### src/rtl/bba_pkg.sv
// Shared types and codes of the block bitmap allocator.
// No dependencies; imported by every module of the block.
`default_nettype none

package bba_pkg;

   localparam int DEFAULT_MAX_BLOCKS = 1024;

   // Widths fixed by the request and result fields
   localparam int CNT_W    = 11;   // block_count, free_count, used counter
   localparam int BLK_W    = 16;   // absolute block numbers
   localparam int KIND_W   = 2;    // request kind and status
   localparam int WORD_W   = 32;   // bits per map word
   localparam int BIT_W    = 5;    // bit select inside a map word
   localparam int WADDR_W  = CNT_W - BIT_W;   // word address, largest map
   localparam int CNT_MAX  = (1 << CNT_W) - 1;

   // Request kinds
   localparam logic [KIND_W-1:0] REQ_ALLOC = 2'd0;
   localparam logic [KIND_W-1:0] REQ_FREE  = 2'd1;
   localparam logic [KIND_W-1:0] REQ_CLEAR = 2'd2;

   // Result status
   localparam logic [KIND_W-1:0] STS_OK    = 2'd0;
   localparam logic [KIND_W-1:0] STS_FULL  = 2'd1;
   localparam logic [KIND_W-1:0] STS_RANGE = 2'd2;

   // Register indexes
   localparam logic CSR_DATA_START  = 1'b0;
   localparam logic CSR_BLOCK_COUNT = 1'b1;

   // Access of the sequencer to the map store
   typedef struct packed {
      logic               clr;
      logic               wr_en;
      logic [WADDR_W-1:0] wr_addr;
      logic [WORD_W-1:0]  wr_data;
      logic [WADDR_W-1:0] rd_addr;
   } map_ctl_type;

endpackage

`default_nettype wire

### src/rtl/bba_map.sv
// Free map store: one bit per block in 32-bit words, registered read.
// A valid bit per word makes reset and clear take effect at once.
// Depends on bba_pkg.
`default_nettype none

module bba_map #(
   parameter int WORDS = 32
) (
   input  wire logic                       clock,
   input  wire logic                       reset,
   input  wire bba_pkg::map_ctl_type       ctl,
   output logic [bba_pkg::WORD_W-1:0]      rd_data
);
   import bba_pkg::*;

   localparam int AW = (WORDS > 1) ? $clog2(WORDS) : 1;

   logic [WORD_W-1:0] map_mem [WORDS];
   logic [WORDS-1:0]  valid_ff;
   logic [WORD_W-1:0] rd_q_ff;
   logic              rd_vld_ff;

   always_ff @(posedge clock) begin
      if (ctl.wr_en) begin
         map_mem[ctl.wr_addr[AW-1:0]] <= ctl.wr_data;
      end
      rd_q_ff <= map_mem[ctl.rd_addr[AW-1:0]];
   end

   always_ff @(posedge clock) begin
      if (reset) begin
         valid_ff  <= '0;
         rd_vld_ff <= 1'b0;
      end else begin
         if (ctl.clr) begin
            valid_ff <= '0;
         end else if (ctl.wr_en) begin
            valid_ff[ctl.wr_addr[AW-1:0]] <= 1'b1;
         end
         rd_vld_ff <= valid_ff[ctl.rd_addr[AW-1:0]];
      end
   end

   // A word never written since the last clear reads as all free
   assign rd_data = rd_vld_ff ? rd_q_ff : '0;

endmodule

`default_nettype wire

### src/rtl/block_bitmap_allocator_core.sv
// First-fit bitmap block allocator: top level, sequencer and map store.
// Depends on bba_pkg and bba_map.
//
// Usage:
//   req channel: one word per request. req_tuser is the request kind
//   (allocate, free, clear), req_tdata the block number to free.
//   rsp channel: one word per request with status in rsp_tuser and the
//   granted block and free count in rsp_tdata.
//   csr port: index 0 data_start, index 1 block_count; write only while idle.
// Operation:
//   allocate walks the map one 32-bit word per cycle through a single
//   priority encoder and stops at the first word with a free bit. Free
//   reads the word, then checks and writes it back, then loads the result.
//   Clear and out-of-range requests go straight to the result. One request
//   is in flight at a time; req_tready is high only while the sequencer is
//   idle.
// Reset: the map reads all free at once (per-word valid bits), the used
//   counter is zero, data_start is 0 and block_count is 1024.
// Stall: a result waits in the output register; the next request is taken
//   meanwhile and its result holds until the output register empties.
`default_nettype none

module block_bitmap_allocator_core #(
   parameter int MAX_BLOCKS = bba_pkg::DEFAULT_MAX_BLOCKS
) (
   input  wire logic                        clock,
   input  wire logic                        reset,
   // configuration
   input  wire logic                        csr_we,
   input  wire logic                        csr_index,
   input  wire logic [bba_pkg::BLK_W-1:0]   csr_wdata,
   // requests
   input  wire logic                        req_tvalid,
   output logic                             req_tready,
   input  wire logic [15:0]                 req_tdata,   // [15:0] block_number
   input  wire logic [1:0]                  req_tuser,   // [1:0] req_type
   // results
   output logic                             rsp_tvalid,
   input  wire logic                        rsp_tready,
   output logic [31:0]                      rsp_tdata,   // [15:0] allocated_block,
                                                         // [26:16] free_count, zero above
   output logic [1:0]                       rsp_tuser    // [1:0] status
);
   import bba_pkg::*;

   localparam int MAP_BLOCKS = (MAX_BLOCKS < CNT_MAX) ? MAX_BLOCKS : CNT_MAX;
   localparam int WORDS      = (MAP_BLOCKS + WORD_W - 1) / WORD_W;
   localparam logic [CNT_W-1:0] MAP_LIMIT = CNT_W'(MAP_BLOCKS);

   typedef enum logic [4:0] {
      S_IDLE     = 5'b00001,
      S_SCAN     = 5'b00010,
      S_FREE_CHK = 5'b00100,
      S_RESP     = 5'b01000,
      S_SPARE    = 5'b10000
   } state_type;

   state_type          state_ff, state_in;
   logic [BLK_W-1:0]   data_start_ff;
   logic [CNT_W-1:0]   block_count_ff;
   logic [CNT_W-1:0]   used_total_ff, used_total_in;
   logic [WADDR_W-1:0] scan_addr_ff, scan_addr_in;
   logic [WADDR_W-1:0] chk_addr_ff, chk_addr_in;
   logic               chk_vld_ff, chk_vld_in;
   logic               issue_done_ff, issue_done_in;
   logic [CNT_W-1:0]   idx_ff, idx_in;
   logic [KIND_W-1:0]  res_status_ff, res_status_in;
   logic [BLK_W-1:0]   res_block_ff, res_block_in;
   logic               rsp_valid_ff, rsp_valid_in;
   logic [KIND_W-1:0]  rsp_status_ff;
   logic [BLK_W-1:0]   rsp_block_ff;
   logic [CNT_W-1:0]   rsp_free_ff;
   logic               rsp_load;

   logic [CNT_W-1:0]   n_eff;
   logic [WADDR_W-1:0] last_word;
   logic [CNT_W-1:0]   free_now;
   logic [BLK_W:0]     free_diff;
   logic               in_range;
   logic [WORD_W-1:0]  rd_data;
   logic [WORD_W-1:0]  allow_mask;
   logic [WORD_W-1:0]  cand;
   logic               found;
   logic [BIT_W-1:0]   hit_bit;
   map_ctl_type        map_ctl;

   // ---------------------------------------------------------------
   // Configuration
   always_ff @(posedge clock) begin
      if (reset) begin
         data_start_ff  <= '0;
         block_count_ff <= CNT_W'(1024);
      end else if (csr_we) begin
         unique case (csr_index)
            CSR_DATA_START:  data_start_ff  <= csr_wdata;
            CSR_BLOCK_COUNT: block_count_ff <= csr_wdata[CNT_W-1:0];
            default: ;
         endcase
      end
   end

   assign n_eff     = (block_count_ff > MAP_LIMIT) ? MAP_LIMIT : block_count_ff;
   assign last_word = WADDR_W'((n_eff - CNT_W'(1)) >> BIT_W);
   assign free_now  = (used_total_ff >= n_eff) ? '0 : (n_eff - used_total_ff);

   // Range check of a free request, straight from the port
   assign free_diff = {1'b0, req_tdata} - {1'b0, data_start_ff};
   assign in_range  = !free_diff[BLK_W] && (free_diff[BLK_W-1:0] < {5'b0, n_eff});

   // ---------------------------------------------------------------
   // Word unit of the scan: mask off bits past the block count, pick the
   // lowest free bit of the word under check
   always_comb begin
      if ((chk_addr_ff == last_word) && (n_eff[BIT_W-1:0] != '0)) begin
         allow_mask = (WORD_W'(1) << n_eff[BIT_W-1:0]) - WORD_W'(1);
      end else begin
         allow_mask = '1;
      end
   end

   assign cand  = ~rd_data & allow_mask;
   assign found = |cand;

   always_comb begin
      hit_bit = '0;
      for (int b = WORD_W - 1; b >= 0; b--) begin
         if (cand[b]) hit_bit = BIT_W'(b);
      end
   end

   // ---------------------------------------------------------------
   // Sequencer
   always_comb begin
      state_in      = state_ff;
      used_total_in = used_total_ff;
      scan_addr_in  = scan_addr_ff;
      chk_addr_in   = chk_addr_ff;
      chk_vld_in    = 1'b0;
      issue_done_in = issue_done_ff;
      idx_in        = idx_ff;
      res_status_in = res_status_ff;
      res_block_in  = res_block_ff;
      map_ctl       = '0;
      rsp_load      = 1'b0;

      unique case (state_ff)
         S_IDLE: begin
            idx_in          = free_diff[CNT_W-1:0];
            map_ctl.rd_addr = free_diff[CNT_W-1:BIT_W];
            res_block_in    = '0;
            res_status_in   = STS_OK;
            if (req_tvalid) begin
               case (req_tuser)
                  REQ_ALLOC: begin
                     if (n_eff == '0) begin
                        res_status_in = STS_FULL;
                        state_in      = S_RESP;
                     end else begin
                        scan_addr_in  = '0;
                        issue_done_in = 1'b0;
                        state_in      = S_SCAN;
                     end
                  end
                  REQ_FREE: begin
                     if (in_range) begin
                        state_in = S_FREE_CHK;
                     end else begin
                        res_status_in = STS_RANGE;
                        state_in      = S_RESP;
                     end
                  end
                  REQ_CLEAR: begin
                     map_ctl.clr   = 1'b1;
                     used_total_in = '0;
                     state_in      = S_RESP;
                  end
                  default: state_in = S_RESP;
               endcase
            end
         end

         S_SCAN: begin
            // issue one word read per cycle, check the word read last cycle
            map_ctl.rd_addr = scan_addr_ff;
            chk_addr_in     = scan_addr_ff;
            chk_vld_in      = !issue_done_ff;
            if (!issue_done_ff) begin
               if (scan_addr_ff == last_word) begin
                  issue_done_in = 1'b1;
               end else begin
                  scan_addr_in = scan_addr_ff + WADDR_W'(1);
               end
            end
            if (chk_vld_ff) begin
               if (found) begin
                  map_ctl.wr_en   = 1'b1;
                  map_ctl.wr_addr = chk_addr_ff;
                  map_ctl.wr_data = rd_data | (WORD_W'(1) << hit_bit);
                  used_total_in   = used_total_ff + CNT_W'(1);
                  res_block_in    = data_start_ff + BLK_W'({chk_addr_ff, hit_bit});
                  res_status_in   = STS_OK;
                  state_in        = S_RESP;
               end else if (chk_addr_ff == last_word) begin
                  res_status_in = STS_FULL;
                  state_in      = S_RESP;
               end
            end
         end

         S_FREE_CHK: begin
            map_ctl.rd_addr = idx_ff[CNT_W-1:BIT_W];
            if (rd_data[idx_ff[BIT_W-1:0]]) begin
               map_ctl.wr_en   = 1'b1;
               map_ctl.wr_addr = idx_ff[CNT_W-1:BIT_W];
               map_ctl.wr_data = rd_data & ~(WORD_W'(1) << idx_ff[BIT_W-1:0]);
               if (used_total_ff != '0) used_total_in = used_total_ff - CNT_W'(1);
            end
            state_in = S_RESP;
         end

         S_RESP: begin
            // hold until the output register is free
            if (!rsp_valid_ff || rsp_tready) begin
               rsp_load = 1'b1;
               state_in = S_IDLE;
            end
         end

         default: state_in = S_IDLE;
      endcase
   end

   assign req_tready = (state_ff == S_IDLE);

   always_ff @(posedge clock) begin
      if (reset) begin
         state_ff      <= S_IDLE;
         used_total_ff <= '0;
         chk_vld_ff    <= 1'b0;
         issue_done_ff <= 1'b0;
      end else begin
         state_ff      <= state_in;
         used_total_ff <= used_total_in;
         chk_vld_ff    <= chk_vld_in;
         issue_done_ff <= issue_done_in;
      end
   end

   always_ff @(posedge clock) begin
      scan_addr_ff  <= scan_addr_in;
      chk_addr_ff   <= chk_addr_in;
      idx_ff        <= idx_in;
      res_status_ff <= res_status_in;
      res_block_ff  <= res_block_in;
   end

   // ---------------------------------------------------------------
   // Output register
   always_comb begin
      rsp_valid_in = rsp_valid_ff;
      if (rsp_load) begin
         rsp_valid_in = 1'b1;
      end else if (rsp_tready) begin
         rsp_valid_in = 1'b0;
      end
   end

   always_ff @(posedge clock) begin
      if (reset) begin
         rsp_valid_ff <= 1'b0;
      end else begin
         rsp_valid_ff <= rsp_valid_in;
      end
   end

   always_ff @(posedge clock) begin
      if (rsp_load) begin
         rsp_status_ff <= res_status_ff;
         rsp_block_ff  <= res_block_ff;
         rsp_free_ff   <= free_now;
      end
   end

   assign rsp_tvalid = rsp_valid_ff;
   assign rsp_tuser  = rsp_status_ff;
   assign rsp_tdata  = {5'b0, rsp_free_ff, rsp_block_ff};

   // ---------------------------------------------------------------
   bba_map #(
      .WORDS (WORDS)
   ) u_map (
      .clock   (clock),
      .reset   (reset),
      .ctl     (map_ctl),
      .rd_data (rd_data)
   );

endmodule

`default_nettype wire

### config.mk
export PLATFORM = sky130hd
export DESIGN_NAME = block_bitmap_allocator_core
export DESIGN_NICKNAME = d
export VERILOG_FILES = /design/src/rtl/bba_pkg.sv /design/src/rtl/bba_map.sv /design/src/rtl/block_bitmap_allocator_core.sv
export SDC_FILE = /design/constraint.sdc
export NUM_CORES = 2
export LEC_CHECK = 0
export BUFFER_PORTS_ARGS = -buffer_cell sky130_fd_sc_hd__buf_2
export CAP_MARGIN = 20
export CORE_AREA = 5 5 324 326
export CTS_BUF_LIST = sky130_fd_sc_hd__clkbuf_8
export DETAILED_ROUTE_END_ITERATION = 12
export DIE_AREA = 0 0 329 331
export MAX_ROUTING_LAYER = met4
export PLACE_DENSITY = 0.65
export SYNTH_ARGS = -nofsm -noshare
export SYNTH_HDL_FRONTEND = slang
export SYNTH_HIERARCHICAL = 1
export SYNTH_SLANG_ARGS = --single-unit
### constraint.sdc
create_clock -name clock -period 7.4 [get_ports clock]
set_input_delay 1.85 -clock clock [delete_from_list [all_inputs] [get_ports clock]]
set_output_delay 1.85 -clock clock [all_outputs]
set_load 0.01 [all_outputs]
==> implementation parameters <==
Parameter                              Value

Die
  Core Area    approximately 100000 um2
  Die width    329 um
  Die span in y    331 um
  Initial core utilization    0.4977
  Site row count    117
  Number of top-level pins    76
  Die Outline Area    around 110000 um2

STA
  Setup repair after global routing missed its margin    no
  Worst-case headroom to the max-slew limit    0.3037
  Clock period minus final worst setup slack    just over 6 ns
  Setup skew after layout    ~0.043 ns
  Final setup violation count    0
  Count of endpoints failing hold in the final timing report    0
  Count of pins over their slew limit    0
  Setup TNS after final layout    0 ns
  Top achievable clock speed    approximately 0.16 GHz
  Final period utilization    0.8404
  Worst-Margin Slew    1.043 ns

Place
  Count of port buffers added during placement    70
  Half-perimeter wire length after detailed placement    ~80 mm
  Final RePlAce weighted congestion    between 0.9 and 1

Clock network
  Max Buffers Root-to-Sink    3
  Clock tree from TritonCTS    yes
  Worst-path clk slew    ~0.06 ns
  Number of H-tree branching levels    4
  Clock sink count    ~1200
  Insertion delay to the later sink of the worst-skew pair    approximately 0.86 ns
  Inserted Clock Buffers    190
  Root cell of the clock tree    clkbuf_8
  Hold buffer count at cts    0
  Number of post-CTS setup repair buffers    0
  Post-CTS resize count    0

Synth
  Average cell area after synthesis    around 18 um2
  Synthesized netlist cell count    roughly 2800
  YS warnings    6
  Post-Syn Area    50490 um2

Global route
  Number of global-route vias before repair    between 20000 and 30000
  Global-route wire length before repair    a little under 200 mm
  Pin count of the biggest net entering global routing    87
  GRT Overall Usage    0.2552
  Global-route congestion overflow total    0
  Number of antenna violations at the first check in global routing    3

Drt
  Antenna viol nets, final    0
  Wire length after detailed routing    between 100 and 150 mm
  Avg Vias per Cell    between 6 and 7
  Wire per inst    between 20 and 30 um
  Vias    approximately 28000
  Post-route DRC violation count    0
  Count of TritonRoute iterations in the first routing pass    7
  Initial detailed-routing violation count    about 3400

Worst hold path
  Number of cells traversed by the worst hold path    0
  Class of the tightest hold or removal check    flip-flop to flip-flop
  Beginning of the worst hold path    res_block_ff[4]
  Worst Hold End    rsp_block_ff[4]

Power
  Power density cells    approximately 260 nW/um2
  VDD IR max    0.1316 mV
  Post-route total power    14.82 mW
  Lkg Pwr    approximately 22 nW

Final layout
  Layout overhead on the synthesized area    14.31%
  Net count reported at finish    around 3200
  Filler Cell Count    ~7600
  Share of final-layout standard cells stronger than drive strength 1    0.2941

Critical path
  Capture point of the worst reg-to-reg path    res_block_ff[12]
  Slack of the worst reg-to-reg path    between 1 and 1.5 ns
  Worst reg2reg startpoint    block_count_ff[3]
  Required @ worst endpoint    7.98 ns
  Endpoint class of the critical path    flip-flop
  Critical-path maximum fanout    30
  Worst Reg-to-Reg Cells    27
  Kind of start point of the critical path    flip-flop
  CP Data Arrival Time    6.80 ns
  Type of the setup path with the least slack    flip-flop to flip-flop

Status
  Run status    finished clean

Flow run
  Max capacitance violation total    0
==> critical path, stage by stage, from the launching register on <==
cell and delay [ns]:
dfxtp_1 0.40, buf_4 0.23, or4_4 0.46, nor2_4 0.20, nor2_1 0.08, a211oi_2 0.36, and3_4 0.51, a31o_1 0.22
nor4bb_1 0.41, o41a_1 0.27, o211ai_1 0.09, a31oi_1 0.30, nor2_2 0.10, ha_1 0.33, nor2b_1 0.16, o21ai_0 0.16
nand2_1 0.09, and2_1 0.17, o21ai_0 0.15, nand2b_1 0.10, a21o_1 0.19, a21o_1 0.19, a21oi_1 0.15, o21bai_1 0.11
a21o_1 0.20, nand2_1 0.10, xnor2_1 0.13, nor2_1 0.05
==> report_power, final <==
| group | switching, mW | internal, mW | total, mW |
|---|---|---|---|
| Sequential | 0.0699 | 7.40 | 7.47 |
| Clock | 2.58 | 2.90 | 5.48 |
| Combinational | 1.15 | 0.721 | 1.87 |
| Total | 3.80 | 11.0 | 14.8 |
==> flip-flops by register name (all words and copies together), names as in the netlist, 10 cells and up <==
name,count
u_map/map_mem,1024
u_map/rd_q_ff,32
u_map/valid_ff,32
data_start_ff,16
res_block_ff,16
rsp_block_ff,16
block_count_ff,11
rsp_free_ff,11
used_total_ff,11
idx_ff,10
==> metal layers <==
layer  wire length, um  up-vias  track usage  part of all wire
li1                  -    11962            -                 -
met1             53010    14810       0.3385              0.40
met2             65970     1428       0.4100              0.49
met3             10990      233      0.04434             0.082
met4              3945        0      0.08135             0.029
met5                 0        -            -                 0
==> metrics by stage <==
stage / worst slack (ns) / util / std cells / instance area (um2) / hold slack, ns
2_1_floorplan: 0.8078 / - / 2834 / 50500 / 0.4003
5_1_grt: 0.6706 / 0.5689 / 4627 / 57720 / 0.4357
3_5_place_dp: 0.8191 / 0.5300 / 4259 / 53770 / 0.4072
3_3_place_gp: 0.8574 / 0.5295 / 4256 / 53710 / 0.4011
6_report: 1.181 / 0.5689 / 4627 / 57720 / 0.4218
4_1_cts: 1.229 / 0.5670 / 4612 / 57520 / 0.4216
==> how the worst max path moves through the flow <==
| stage | startpoint | endpoint | slack, ns | depth (start not counted) |
|---|---|---|---|---|
| finish | block_count_ff[3] | res_block_ff[12] | 1.18 | 27 |
| global route | block_count_ff[3] | res_block_ff[14] | 0.67 | 27 |
| CTS | block_count_ff[3] | res_block_ff[12] | 1.23 | 27 |
| detailed placement | req_tdata[0] | u_map/rd_q_ff[9] | 0.82 | 16 |
| global placement | req_tdata[1] | u_map/rd_q_ff[21] | 0.86 | 14 |
| floorplan | block_count_ff[4] | u_map/map_mem[28][0] | 0.81 | 23 |
==> cell type report <==
class,instances,area (um2),area share
Antenna cell,2,5.005,0.00008672
Clock buffer,210,2890,0.05008
Clock inverter,143,863.3,0.01496
Inverter,79,315.3,0.005463
Multi-Input combinational cell,1401,14840,0.2570
Sequential cell,1203,35020,0.6068
Tap cell,1368,1712,0.02966
Timing Repair Buffer,221,2071,0.03588
==> layout by cell type (no fill, tap or decap), types with 33 or more instances in the layout <==
master,n
and2_1,43
buf_12,37
a31oi_1,38
o21a_1,34
mux2_2,36
nor2_4,33
edfxtp_1,1093
clkbuf_8,210
nand2_1,124
ha_1,58
dfxtp_1,110
nor2_1,114
xnor2_1,36
mux4_2,336
a21oi_1,94
buf_2,71
buf_4,99
o21ai_0,79
inv_1,152
No activity file was read; power rests on OpenSTA's default activity.
